[config.mk]
export PLATFORM = sky130hd
export DESIGN_NAME = vmn_sqrt
export DESIGN_NICKNAME = d
export VERILOG_FILES = /design/src/rtl/vmn_pkg.sv /design/src/rtl/vmn_sqrt.sv
export SDC_FILE = /design/constraint.sdc
export NUM_CORES = 1
export LEC_CHECK = 0
export BUFFER_PORTS_ARGS = -buffer_cell sky130_fd_sc_hd__buf_2
export CAP_MARGIN = 20
export CORE_MARGIN = 5
export CORE_UTILIZATION = 55
export CTS_BUF_LIST = sky130_fd_sc_hd__clkbuf_8
export CTS_CLUSTER_SIZE = 30
export DETAILED_ROUTE_END_ITERATION = 10
export PLACE_DENSITY_LB_ADDON = 0.2
export SLEW_MARGIN = 5
export SYNTH_ARGS = -nofsm -noshare
export SYNTH_HDL_FRONTEND = slang
export SYNTH_SLANG_ARGS = --single-unit
[constraint.sdc]
create_clock -name clk -period 4.8 [get_ports clk]
set_clock_uncertainty 0.1 [all_clocks]
set_input_delay 0.96 -clock clk [delete_from_list [all_inputs] [get_ports clk]]
set_output_delay 0.96 -clock clk [all_outputs]
set_load 0.01 [all_outputs]
[src/rtl/vmn_pkg.sv]
`default_nettype none

package vmn_pkg;

    localparam int COMP_W         = 16;
    localparam int MAG_W          = 16;
    localparam int SQ_W           = 32;
    localparam int UNIT_SCALE_DEF = 16384;

    typedef struct packed {
        logic signed [COMP_W-1:0] comp_x;
        logic signed [COMP_W-1:0] comp_y;
        logic signed [COMP_W-1:0] comp_z;
    } vec_t;

    typedef struct packed {
        logic        [MAG_W-1:0]  magnitude;
        logic signed [COMP_W-1:0] unit_x;
        logic signed [COMP_W-1:0] unit_y;
        logic signed [COMP_W-1:0] unit_z;
    } nrm_t;

endpackage

`default_nettype wire

[src/rtl/vmn_sqrt.sv]
`default_nettype none

module vmn_sqrt
    import vmn_pkg::*;
#(
    parameter int TAG_W = 3 * COMP_W
)
(
    input  wire logic              clk,
    input  wire logic              en,
    input  wire logic [SQ_W-1:0]   n,
    input  wire logic [TAG_W-1:0]  tag_in,
    output logic      [MAG_W-1:0]  root,
    output logic      [TAG_W-1:0]  tag_out
);

    localparam int RW = SQ_W + 2;

    logic [RW-1:0]    rem_reg  [1:MAG_W];
    logic [MAG_W-1:0] root_reg [1:MAG_W];
    logic [TAG_W-1:0] tag_reg  [1:MAG_W];

    logic [RW-1:0]    st_rem  [0:MAG_W-1];
    logic [MAG_W-1:0] st_root [0:MAG_W-1];
    logic [TAG_W-1:0] st_tag  [0:MAG_W-1];

    assign st_rem[0]  = RW'(n);
    assign st_root[0] = '0;
    assign st_tag[0]  = tag_in;

    for (genvar i = 1; i < MAG_W; i++) begin : g_link
        assign st_rem[i]  = rem_reg[i];
        assign st_root[i] = root_reg[i];
        assign st_tag[i]  = tag_reg[i];
    end

    // Each stage settles one root bit, most significant first.
    for (genvar i = 0; i < MAG_W; i++) begin : g_stage
        localparam int K = MAG_W - 1 - i;
        logic [RW-1:0]    trial;
        logic [RW-1:0]    rem_next;
        logic [MAG_W-1:0] root_next;

        always_comb
        begin
            trial = (RW'(st_root[i]) << (K + 1)) | (RW'(1) << (2 * K));
            if (st_rem[i] >= trial)
            begin
                rem_next  = st_rem[i] - trial;
                root_next = st_root[i] | (MAG_W'(1) << K);
            end
            else
            begin
                rem_next  = st_rem[i];
                root_next = st_root[i];
            end
        end

        always_ff @(posedge clk)
        begin
            if (en)
            begin
                rem_reg[i+1]  <= rem_next;
                root_reg[i+1] <= root_next;
                tag_reg[i+1]  <= st_tag[i];
            end
        end
    end

    assign root    = root_reg[MAG_W];
    assign tag_out = tag_reg[MAG_W];

endmodule

`default_nettype wire

==> results.yml <==
critical_path:
  r2r_setup_slack_ns: 1.03
  critical_path_slowest_stage_cell: "nor2_1"
  worst_path_max_stage_delay_ns: 0.91
  timing.critical_path.required_ns: 5.28
  path_class: "flip-flop to flip-flop"
  critical_path.cell_chain: "or4_1, or3_1, nor4_1, nand2_1, nor2_1, mux2_2"
  worstReg2RegStart: "rem_reg[0][400]"
  timing.critical_path.to: "rem_reg[0][419]"
  cp.arrival_ns: 4.25
  worstSetupStartpoint: "rem_reg[0][400]"
  timing.critical_path.from_type: "flip-flop"
  critical_path_peak_fanout: 15
  crit-reg2reg-capture: "rem_reg[0][419]"
  worst_r2r_path_depth: 6
  endpoint_type_of_the_worst_setup_path: "flip-flop"
finish:
  post_route_cells_drive_above_1_share_pct: 13.0
  area_growth_syn_to_layout_pct: 11.8
  finalNetCount: 3716
  largest_register_ff_count: 768
timing:
  timing.slew.headroom_pct: 28.6
  max_slew.worst_pin.slew_ns: 1.07
  timing.fmax_ghz: 0.266
  setup_ws_ns: 1.03
  period_needed_ns: 3.77
  hold_violations: 0
  setup_viol: 0
  totalNegativeSetupSlack_ns: 0
  grt_setup_unrepaired: "no"
  drv_slew: 0
  min_period_over_period_pct: 78.5
grt:
  largest_net_degree_at_the_start_of_global_routing: 141
  grtUsageTotal_pct: 16.2
  total_gr_overflow: 0
  antenna_violations_before_repair: 1
  via_count_of_the_first_global_routing_pass: 27700
  global_route_wire_length_before_repair_um: 136000
route:
  wire_per_inst_um: 17.0
  drt-vias-per-instance: 5.38
  antenna_left: 0
  remaining_drc_errors: 0
  drtIter0Drc: 1880
  via_count_of_the_routed_design: 26500
  first_pass_iters: 5
  postRouteWirelength_um: 83500
pwr:
  maximum_ir_drop_on_the_vdd_rail_mv: 0.249
  totalPowerFinal_mw: 26.1
  power_density_nw_per_um2: 435
  leakagePower_nw: 21.7
yosys:
  syn_area_um2: 53600
  synth-async-reset-ratio_pct: 0
  ys_seq_area_share_pct: 79.1
  postSynth.topFlopCell: "edfxtp_1"
  synthDistinctLibCells: 83
  synthesis.area_per_instance_um2: 17.2
  synth_seq_cells: 1413
  post_synth_inst_count: 3125
  synthesis.yosys.warnings: 0
  synthesis.nets: 3357
  number_of_enable_type_register_cells_in_the_synthesized_netlist: 1413
clock_network:
  htree_levels: 4
  clk_latency_worst_skew_pair_ns: 0.86
  cts_repair_resize_count: 0
  cts-buffers-inserted: 215
  clock_tree.root_cell: "clkbuf_8"
  clock_sinks: 1413
  post-cts-setup-buffers: 0
  cts-root-to-sink-buffers: 3
  cts_clk_pin_slew_worst_paths_ns: 0.06
  cts.hold.buffers_added: 0
  cts_tree: "yes"
outcome:
  status: "finished, final reports clean"
floorplanning:
  rows: 114
  core-area_um2: 96700
  number_of_ports_placed_on_the_die_boundary: 146
  fp.dieW_um: 322
  initial_core_util_pct: 55.5
  chipHeight_um: 322
  floorplan.die_area_um2: 104000
placed_design:
  buffer_ports.inserted: 145
  pre_cts_ws_ns: 1.04
  final_replace_weighted_congestion: 0.933
  place_hpwl_um: 55200
run:
  max_cap_violations: 0
min_path:
  worst_hold_path_type: "primary input to flip-flop"
-- worst min path at each step --
stage,start,end,slack [ns],depth (start not counted)
floorplan,tag_reg[0][52],tag_reg[0][100],0.30,0
global placement,tag_reg[0][701],tag_reg[0][749],0.30,0
detailed placement,tag_reg[0][92],tag_reg[0][140],0.30,0
CTS,tag_in[43],tag_reg[0][91],0.05,1
global route,tag_in[43],tag_reg[0][91],0.07,1
finish,tag_in[43],tag_reg[0][91],0.18,1
-- worst max-delay path, delay by kind of cell, from the launching register on --
family | cells | cell delay (ns)
AND/OR/NAND/NOR | 5 | 2.56
flip-flops | 1 | 0.43
multiplexers | 1 | 0.42
-- cell type report --
cell class                      count  area, µm²
Clock inverter                    157        786
Timing Repair Buffer              176       1120
Sequential cell                  1413      42400
Antenna cell                        2       5.00
Inverter                          196        736
Fill cell                        6922      36700
Multi-Input combinational cell   1482      10300
Tap cell                         1276       1600
Clock buffer                      215       2960
-- placed cells by master (no fill, tap or decap), types with 17 or more instances in the layout --
cell type	instances
nand2_1	143
or3_1	24
buf_4	19
xor2_1	86
nor4b_1	17
clkbuf_8	215
inv_1	253
nand4_1	30
ha_1	150
o21ai_0	99
nand2b_1	28
o21a_1	28
clkinv_2	18
nor2_1	142
xnor2_1	123
or4_1	18
o31ai_1	23
clkinv_1	63
edfxtp_1	1413
a211oi_1	17
nor3_1	75
nor4_1	76
a21oi_1	104
a21o_1	32
buf_2	144
nand3_1	38
o211ai_1	28
mux2_2	21
-- cells in the mapped netlist (32+ instances only) --
master,n,share of area [%]
a21oi_1,104,0.97
o21ai_0,99,0.92
xnor2_1,123,2.0
nor4_1,76,0.89
nand3_1,38,0.35
nor2_1,142,0.99
edfxtp_1,1413,79
inv_1,193,1.4
ha_1,150,3.5
nor3_1,75,0.70
a21o_1,32,0.45
xor2_1,86,1.4
nand2_1,143,1.0
-- where the power goes --
part           leakage (nW)  switching, mW  total, mW  internal [mW]
Combinational          5.92           1.31       2.20          0.892
Sequential             13.7          0.507       15.3           14.8
Clock                  2.13           4.31       8.59           4.28
Total                  21.7           6.12       26.1           20.0
-- cell families after synthesis --
family                   after synthesis  synth area share [%]
buffers and inverters                230                  1.64
XOR/XNOR                             209                  3.41
AND/OR/NAND/NOR                      680                  6.71
adder cells (fa/ha/maj)              150                  3.50
AO/OA/AOI/OAI                        413                  5.03
flip-flops                          1413                  79.1
multiplexers                          30                 0.609
-- per-layer routing --
| metal | global-route usage (%) | wire length [µm] |
|---|---|---|
| met3 | 3.43 | 3610 |
| met1 | 18.1 | 32100 |
| met4 | 9.21 | 4150 |
| met5 | 0 | 0 |
| met2 | 29.0 | 43700 |
-- through the flow --
step                      std cells  cell area, µm²  hold WS, ns  utilization [%]
after global routing           4917           60000       0.0747             62.0
after floorplan                3125           53600        0.300                -
after detailed placement       4542           56200        0.305             58.1
after CTS                      4914           60000       0.0476             62.0
after global placement         4542           56200        0.300             58.1
final                          4917           60000        0.179             62.0
No activity file was read; power rests on OpenSTA's default activity.
