$ cat src/rtl/vmn_pkg.sv
`default_nettype none

package vmn_pkg;

    localparam int COMP_W         = 16;
    localparam int MAG_W          = 16;
    localparam int SQ_W           = 32;
    localparam int UNIT_SCALE_DEF = 16384;

    typedef struct packed {
        logic signed [COMP_W-1:0] comp_x;
        logic signed [COMP_W-1:0] comp_y;
        logic signed [COMP_W-1:0] comp_z;
    } vec_t;

    typedef struct packed {
        logic        [MAG_W-1:0]  magnitude;
        logic signed [COMP_W-1:0] unit_x;
        logic signed [COMP_W-1:0] unit_y;
        logic signed [COMP_W-1:0] unit_z;
    } nrm_t;

endpackage

`default_nettype wire

$ cat src/rtl/vmn_div.sv
`default_nettype none

module vmn_div
    import vmn_pkg::*;
#(
    parameter int UNIT_SCALE = UNIT_SCALE_DEF
)
(
    input  wire logic                     clk,
    input  wire logic                     en,
    input  wire logic signed [COMP_W-1:0] comp,
    input  wire logic        [MAG_W-1:0]  mag,
    output logic signed      [COMP_W-1:0] quo
);

    localparam int QW = $clog2(UNIT_SCALE + 1);
    localparam int NW = COMP_W + QW;
    localparam int RW = NW + 1;

    logic [COMP_W-1:0] abs_c;
    logic [RW-1:0]     rem_reg  [0:QW];
    logic [QW-1:0]     q_reg    [0:QW];
    logic [MAG_W-1:0]  d_reg    [0:QW];
    logic              neg_reg  [0:QW];
    logic              zero_reg [0:QW];
    logic [COMP_W-1:0] qx;
    logic [COMP_W-1:0] quo_next;
    logic [COMP_W-1:0] quo_reg;

    assign abs_c = comp[COMP_W-1] ? COMP_W'(-comp) : comp;

    always_ff @(posedge clk)
    begin
        if (en)
        begin
            rem_reg[0]  <= RW'(RW'(abs_c) * RW'(UNIT_SCALE));
            q_reg[0]    <= '0;
            d_reg[0]    <= mag;
            neg_reg[0]  <= comp[COMP_W-1];
            zero_reg[0] <= (mag == '0);
        end
    end

    // Restoring division, one quotient bit per stage.
    for (genvar i = 0; i < QW; i++) begin : g_stage
        localparam int J = QW - 1 - i;
        logic [RW-1:0] dsh;

        assign dsh = RW'(d_reg[i]) << J;

        always_ff @(posedge clk)
        begin
            if (en)
            begin
                if (rem_reg[i] >= dsh)
                begin
                    rem_reg[i+1] <= rem_reg[i] - dsh;
                    q_reg[i+1]   <= q_reg[i] | (QW'(1) << J);
                end
                else
                begin
                    rem_reg[i+1] <= rem_reg[i];
                    q_reg[i+1]   <= q_reg[i];
                end
                d_reg[i+1]    <= d_reg[i];
                neg_reg[i+1]  <= neg_reg[i];
                zero_reg[i+1] <= zero_reg[i];
            end
        end
    end

    assign qx = COMP_W'(q_reg[QW]);

    always_comb
    begin
        if (zero_reg[QW])
        begin
            quo_next = '0;
        end
        else if (neg_reg[QW])
        begin
            quo_next = -qx;
        end
        else
        begin
            quo_next = qx;
        end
    end

    always_ff @(posedge clk)
    begin
        if (en)
        begin
            quo_reg <= quo_next;
        end
    end

    assign quo = quo_reg;

endmodule

`default_nettype wire

$ cat config.mk
export PLATFORM = sky130hd
export DESIGN_NAME = vmn_div
export DESIGN_NICKNAME = d
export VERILOG_FILES = /design/src/rtl/vmn_pkg.sv /design/src/rtl/vmn_div.sv
export SDC_FILE = /design/constraint.sdc
export NUM_CORES = 1
export LEC_CHECK = 0
export ABC_AREA = 1
export BUFFER_PORTS_ARGS = -buffer_cell sky130_fd_sc_hd__buf_4
export CAP_MARGIN = 20
export CORE_MARGIN = 4
export CORE_UTILIZATION = 30
export DETAILED_ROUTE_END_ITERATION = 10
export PLACE_DENSITY_LB_ADDON = 0.3
export SYNTH_ARGS = -nofsm -noshare
export SYNTH_HDL_FRONTEND = slang
export SYNTH_SLANG_ARGS = --single-unit
$ cat constraint.sdc
create_clock -name clk -period 3.3 [get_ports clk]
set_input_delay 0.66 -clock clk [delete_from_list [all_inputs] [get_ports clk]]
set_output_delay 0.66 -clock clk [all_outputs]
set_load 0.005 [all_outputs]
==> metrics.md, run 1 <==
| Metric | Value |
|---|---|
| Status | completed |
| Commonest cells after routing, fill and taps aside | 2000 x nand2_1, 1073 x inv_1, 767 x edfxtp_1 |
| Mapped Nets | 6303 |
| Wire length per cell | 16.0 um |
| Synth unique cells | 55 |
| # fillers | 16800 |
| Worst hold stages | 1 |
| Largest net degree at the start of global routing | 154 |
| Residual DRC | 0 |
| First-pass DRT Iterations | 6 |
| Setup TNS | 0 ns |
| Area share of the largest cell type after synthesis | 0.475 |
| Design Area, Final | 54400 um2 |
| Slew margin rel. | 0.351 |
| Clk sinks | 767 |
| PortBufs | a little under 50 |
| Max Cap Viol | 0 |
| CP Launch Point | d_reg[0][95]$_DFFE_PP_ |
| Starting Density | 0.302 |
| Top area cells in the synthesized netlist | edfxtp_1 48%, nand2_1 15%, inv_1 8.3% |
| Crit path launch type | flop |
| Switch share | 0.395 |
| Capture point of the critical path | rem_reg[0][213]$_DFFE_PP_ |
| Maximum clock rate | 355 MHz |
| Initial drt markers | 2577 |
| Psw | 0.0160 W |
| # resized after CTS | 0 |
| Multi-input combinational cell area | 20800 um2 |
| Leading area contributor after synthesis | edfxtp_1 |
| Die Span X | 410 um |
| Commonest non-fill, non-tap cell in the layout | nand2_1 |
| Post-Route WL | 134000 um |
| Final hold viol count | 0 |
| Min Hold Slack | 0.136 ns |
| Via density | between 4 and 5 |
| Later-pin clock latency in the skew report | 0.71 ns |
| Row Count | ~150 |
| Die area | 168000 um2 |
| Unrepaired setup endpoints after global routing | no |
| Cell Int Power | 0.0245 W |
| Final core occ | 0.339 |
| CP Class | reg -> reg |
| Syn avg cell area | 8.06 um2 |
| CTS buffer count | 88 |
| Number of global-route vias before repair | about 37000 |
| Worst-Margin Slew | 0.973 ns |
| Overall Global Routing Usage | 0.157 |
| Overflow after GRT | 0 |
| Postcts setup bufs | 0 |
| Hold Crit Class | in -> reg |
| Critical path data arrival time | between 3 and 4 ns |
| Layout cells sized above 1 | 0.0663 |
| R2r setup slk | 0.48 ns |
| Root Driver | clkbuf_16 |
| Via count | 38200 |
| Clock share of power | 0.254 |
| CTS tree | built |
| Final setup fails | 0 |
| PD cells | 745 nW/um2 |
| Maximum fanout along the worst path | 25 |
| Clk slew on worst S/H paths | about 0.06 ns |
| CP Capture Type | flop |
| Placed inst area | around 51000 um2 |
| Area added between synthesis and finish | 12.2% |
| Mapped Cells | 6014 |
| Post-layout net count | 6400 |
| Initial antenna violation count | 2 |
| Worst r2r dst | rem_reg[0][213]$_DFFE_PP_ |
| Antenna viol nets, final | 0 |
| Core area | 161000 um2 |
| Ys Warns | 0 |
| Post-CTS Hold Fix Bufs | 0 |
| Data required time of the worst path | 3.75 ns |
| Vert. Die Dim | between 400 and 500 um |
| FF-to-FF path depth | 11 |
| # IOs | 50 |
| H-tree levels | 3 |
| Final-report max-slew violation count | 0 |
| R2R Path Start | d_reg[0][95]$_DFFE_PP_ |
| Seq pwr share | 0.369 |
| Comb power frac | 0.378 |
| Hpwl dp | 107000 um |
| Final min period | 2.82 ns |
| Synth Register Bits | between 700 and 800 |
| VDD IR max | 0.000439 V |
| Area occupied by registers | 23000 um2 |
| Period utilisation layout | 0.854 |
| Mapped Area | a little under 50000 um2 |
| Placer congestion estimate | 0.969 |
| First-pass GRT wire length | 209000 um |
| Max reg flops | 359 |
| Leakage power | 25.0 nW |
| Max clock buf depth | 3 |
| Post-synthesis sequential area ratio | 0.475 |
| Final Skew | 0.0541 ns |
-- metrics by stage --
step	setup slack (ns)	std cells	total power, W
global route	0.349	8344	0.0436
detailed placement	0.352	8181	0.0304
finish	0.483	8345	0.0405
floorplan	0.582	6014	0.0256
global placement	0.319	8181	0.0303
CTS	0.457	8344	0.0408
-- Yosys cell counts, drive strengths merged --
cell type / count
o21a: 2
inv: 1103
nand3: 366
nor2: 557
and3: 9
and2: 12
fa: 14
buf: 46
a21o: 4
edfxtp: 767
nor4: 22
nor3: 60
o21bai: 8
nand4: 92
a21oi: 198
clkinv: 5
a41oi: 1
a211oi: 2
nand3b: 61
xor2: 85
ha: 241
clkbuf: 19
o21ai: 190
or2: 8
nand2: 2057
and3b: 1
xnor2: 72
a31oi: 5
nor4b: 1
nor3b: 1
a21boi: 5
-- layout make-up --
class | instances | share of cell area
well taps | 2160 | 0.0497
inverters | 1108 | 0.0766
flip-flops and latches | 767 | 0.424
diodes | 1 | 0.0000460
clock buffers | 98 | 0.0416
clock inverters | 65 | 0.0146
repair buffers | 72 | 0.0117
multi-input cells | 4074 | 0.382
-- logic make-up (layout without fill, tap and decap cells) --
family | count (synthesis) | count (layout) | share of synthesized area
buffers and inverters | 1173 | 1343 | 0.0959
AND/OR/NAND/NOR | 3247 | 3247 | 0.285
adder cells (fa/ha/maj) | 255 | 255 | 0.0680
flip-flops | 767 | 767 | 0.475
XOR/XNOR | 157 | 157 | 0.0284
other | 0 | 1 | 0
AO/OA/AOI/OAI | 415 | 415 | 0.0476
-- metal layers --
| layer | global-route usage | part of all wire |
|---|---|---|
| met4 | 0.0550 | 0.037 |
| met3 | 0.0219 | 0.041 |
| met1 | 0.198 | 0.44 |
| met2 | 0.276 | 0.48 |
| met5 | 0 | 0 |
-- worst min path at each step --
stage                               start                      to  slack, ns
floorplan            neg_reg[9]$_DFFE_PP_   neg_reg[10]$_DFFE_PP_       0.40
global placement     neg_reg[3]$_DFFE_PP_    neg_reg[4]$_DFFE_PP_       0.40
detailed placement  neg_reg[13]$_DFFE_PP_   neg_reg[14]$_DFFE_PP_       0.40
CTS                                mag[8]   d_reg[0][8]$_DFFE_PP_       0.06
global route                       mag[8]   d_reg[0][8]$_DFFE_PP_       0.08
finish                            mag[12]  d_reg[0][12]$_DFFE_PP_       0.14
-- critical path, cell delays in order (launching register included) --
cell and delay (ns):
edfxtp_1 0.45, inv_1 0.07, ha_1 0.20, nor2_1 0.14, nand2_1 0.18, nor3_1 0.51
nand2_1 0.19, a21oi_2 0.37, buf_12 0.22, nand2_1 0.07, nand2_1 0.11, inv_1 0.05
-- power groups by stage --
stage | combinational, W | clock, W | sequential [W]
floorplan | 0.0115 | 0 | 0.0142
global placement | 0.0151 | 0 | 0.0152
detailed placement | 0.0152 | 0 | 0.0151
CTS | 0.0153 | 0.0106 | 0.0150
global route | 0.0175 | 0.0110 | 0.0151
finish | 0.0153 | 0.0103 | 0.0149
(Power assumes the default switching activity.)
==> inputs of run 2 (changes only) <==
--- a/config.mk
+++ b/config.mk
@@ -6,5 +6,4 @@
 export NUM_CORES = 1
 export LEC_CHECK = 0
-export ABC_AREA = 1
 export BUFFER_PORTS_ARGS = -buffer_cell sky130_fd_sc_hd__buf_4
 export CAP_MARGIN = 20
@@ -13,4 +12,5 @@
 export DETAILED_ROUTE_END_ITERATION = 10
 export PLACE_DENSITY_LB_ADDON = 0.3
+export SETUP_SLACK_MARGIN = 0.15
 export SYNTH_ARGS = -nofsm -noshare
 export SYNTH_HDL_FRONTEND = slang
==> constraint.sdc (replaced) <==
create_clock -name clk -period 3.3 [get_ports clk]
set_input_delay 0.66 -clock clk [delete_from_list [all_inputs] [get_ports clk]]
set_output_delay 0.66 -clock clk [all_outputs]
set_load 0.1 [all_outputs]
==> metrics.md, run 2 <==
| Metric | Value |
|---|---|
| Clk slew on worst S/H paths | 0.06 ns |
| Initial antenna violation count | 0 |
| Worst path depth | 8 |
| Mapped Cells | approximately 3500 |
| Area share of the largest cell type after synthesis | 0.564 |
| Max layer used | met4 |
| Final setup fails | 0 |
| Maximum fanout along the worst path | 6 |
| Delay-heaviest family, CP | simple AND/OR/NAND/NOR gates |
| Final Skew | 0.0390 ns |
| Max clock buf depth | 3 |
| Crit path launch type | flop |
| Clk sinks | 767 |
| Period utilisation layout | 0.933 |
| Worst hold stages | 1 |
| Placer congestion estimate | 0.882 |
| Post-layout net count | between 3000 and 4000 |
| Mapped Area | 40800 um2 |
| Row Count | 135 |
| Worst Path Buf+Inv | 1 |
| Worst-Margin Slew | 0.984 ns |
| Slowest stage delay, CP | between 0.6 and 0.7 ns |
| Most used cell along the critical path | nor2_1 |
| Largest net degree at the start of global routing | 167 |
| Top area cells in the synthesized netlist | edfxtp_1 56%, ha_1 7.4%, xnor2_1 3.3% |
| VDD IR max | 0.000388 V |
| Final min period | between 3 and 4 ns |
| Vert. Die Dim | between 300 and 400 um |
| Die Span X | 377 um |
| First-pass DRT Iterations | 7 |
| Synth Register Bits | around 770 |
| Critical path data arrival time | 3.47 ns |
| # IOs | 50 |
| N_diodes | 0 |
| Max reg flops | 359 |
| Data required time of the worst path | approximately 3.7 ns |
| Setup TNS | 0 ns |
| Residual DRC | 0 |
| Status | completed |
| Maximum clock rate | 325 MHz |
| Post-synth top flop | edfxtp_1 |
| Synth top cells by count | 767 x edfxtp_1, 330 x inv_1, 252 x a21oi_1 |
| Post-Route WL | roughly 85000 um |
| Commonest cells after routing, fill and taps aside | 767 x edfxtp_1, 329 x inv_1, 245 x a21oi_1 |
| Met1 WL | ~32000 um |
| Final hold viol count | 0 |
| Overall Global Routing Usage | 0.119 |
| Count leader, synth | edfxtp_1 |
| FF-to-FF path depth | 8 |
| Syn avg cell area | 11.5 um2 |
| Starting Density | 0.302 |
| PortBufs | 49 |
| CTS buffer count | 84 |
| Commonest non-fill, non-tap cell in the layout | edfxtp_1 |
| Initial drt markers | 1203 |
| Hpwl dp | 63900 um |
| Post-synthesis sequential area ratio | 0.564 |
| Asr flop ratio synth | 0 |
| Wire length on met3 | 2450 um |
| CP Class | reg -> reg |
| Crit-path cells | or4_1 -> nor3_1 -> o41ai_1 -> or4b_2 -> nor2_1 -> buf_4 -> nor2_1 -> mux2_2 |
| CTS tree | built |
| Die area | approximately 140000 um2 |
| Final-report max-slew violation count | 0 |
| Leakage power | 17.9 nW |
| Met2 wire length | 46600 um |
| PD cells | 761 nW/um2 |
| H-tree levels | 3 |
| Ys Warns | 0 |
| First-pass GRT wire length | 137000 um |
| Unrepaired setup endpoints after global routing | yes |
| Slew margin rel. | 0.344 |
| Max Cap Viol | 0 |
| Area added between synthesis and finish | 15.3% |
| Mapped Nets | 3834 |
| Antenna viol nets, final | 0 |
| Overall Power | about 0.036 W |
| EDFF count, synth | ~770 |
| Wire length per cell | 15.4 um |
| Overflow after GRT | 0 |
| Synth unique cells | between 70 and 80 |
| Post-CTS Hold Fix Bufs | 0 |
| Core area | roughly 140000 um2 |
| Layout cells sized above 1 | 0.109 |
| Hold Crit Class | in -> reg |
| Critical-path top delay cell | or4b_2 |
| Leading area contributor after synthesis | edfxtp_1 |
| CP Capture Type | flop |
| Root Driver | clkbuf_16 |
| Number of global-route vias before repair | 27300 |
| Via count | 26500 |
| Via density | 4.77 |
| Later-pin clock latency in the skew report | roughly 0.66 ns |
-- run 2: changes by cell type in the layout (fill, tap and decap cells not counted), sizes merged, moves of 44 or more --
cell,before,now
a21o,4,76
nand4,92,37
nor2,557,239
xor2,85,129
nand3b,61,11
nand3,366,68
nand2,2057,236
a21oi,198,252
buf,72,168
o21a,2,59
mux2,0,45
inv,1110,332
xnor2,72,153
nor2b,0,50
-- run 2: cell families after synthesis --
group | synth area share
flip-flops | 0.564
AO/OA/AOI/OAI | 0.123
buffers and inverters | 0.0390
adder cells (fa/ha/maj) | 0.0807
AND/OR/NAND/NOR | 0.119
multiplexers | 0.0141
XOR/XNOR | 0.0605
-- run 2: repair_timing --
action                                 CTS  global route
setup endpoints to repair               16            90
gates resized for setup                  9            43
buffers inserted                         0             5
pin swaps                                0             8
endpoints found under the hold margin    0             0
-- run 2: area by class of cell --
type | count | area, um2
fill | 13300 | 88200
sequential | 767 | 23000
multi-input combinational | 2359 | 16400
clock buffer | 103 | 2240
tap | 1781 | 2230
timing repair buffer | 168 | 1380
inverter | 330 | 1240
clock inverter | 50 | 553
-- run 2: worst paths after layout --
path,from,to,slack (ns)
setup / recovery,rem_reg[0][185]$_DFFE_PP_,rem_reg[0][222]$_DFFE_PP_,0.22
hold / removal,mag[6],d_reg[0][6]$_DFFE_PP_,0.19
setup reg to reg,rem_reg[0][185]$_DFFE_PP_,rem_reg[0][222]$_DFFE_PP_,0.22
hold reg to reg,q_reg[0][88]$_DFFE_PP_,q_reg[0][103]$_DFFE_PP_,0.41
-- run 2: per-layer routing --
| layer | track usage | vias up |
|---|---|---|
| met5 | 0 | - |
| met4 | 0.0647 | 0 |
| met3 | 0.0207 | 233 |
| met2 | 0.236 | 465 |
| met1 | 0.116 | 12500 |
| li1 | - | 13300 |
-- run 2: per-stage QoR --
stage / std cells / setup slack, ns / hold WS (ns) / utilization / area, um2
2_1_floorplan: 3545 / 0.164 / 0.400 / - / 40800
3_3_place_gp: 5400 / 0.125 / 0.400 / 0.326 / 44100
3_5_place_dp: 5400 / 0.112 / 0.405 / 0.326 / 44100
4_1_cts: 5553 / 0.138 / 0.122 / 0.347 / 46900
5_1_grt: 5558 / 0.118 / 0.123 / 0.348 / 47100
6_report: 5558 / 0.219 / 0.192 / 0.348 / 47100
-- run 2: power by group --
group	internal, W	switching (W)
clock	0.00562	0.00390
combinational	0.00518	0.00661
sequential	0.0133	0.00117
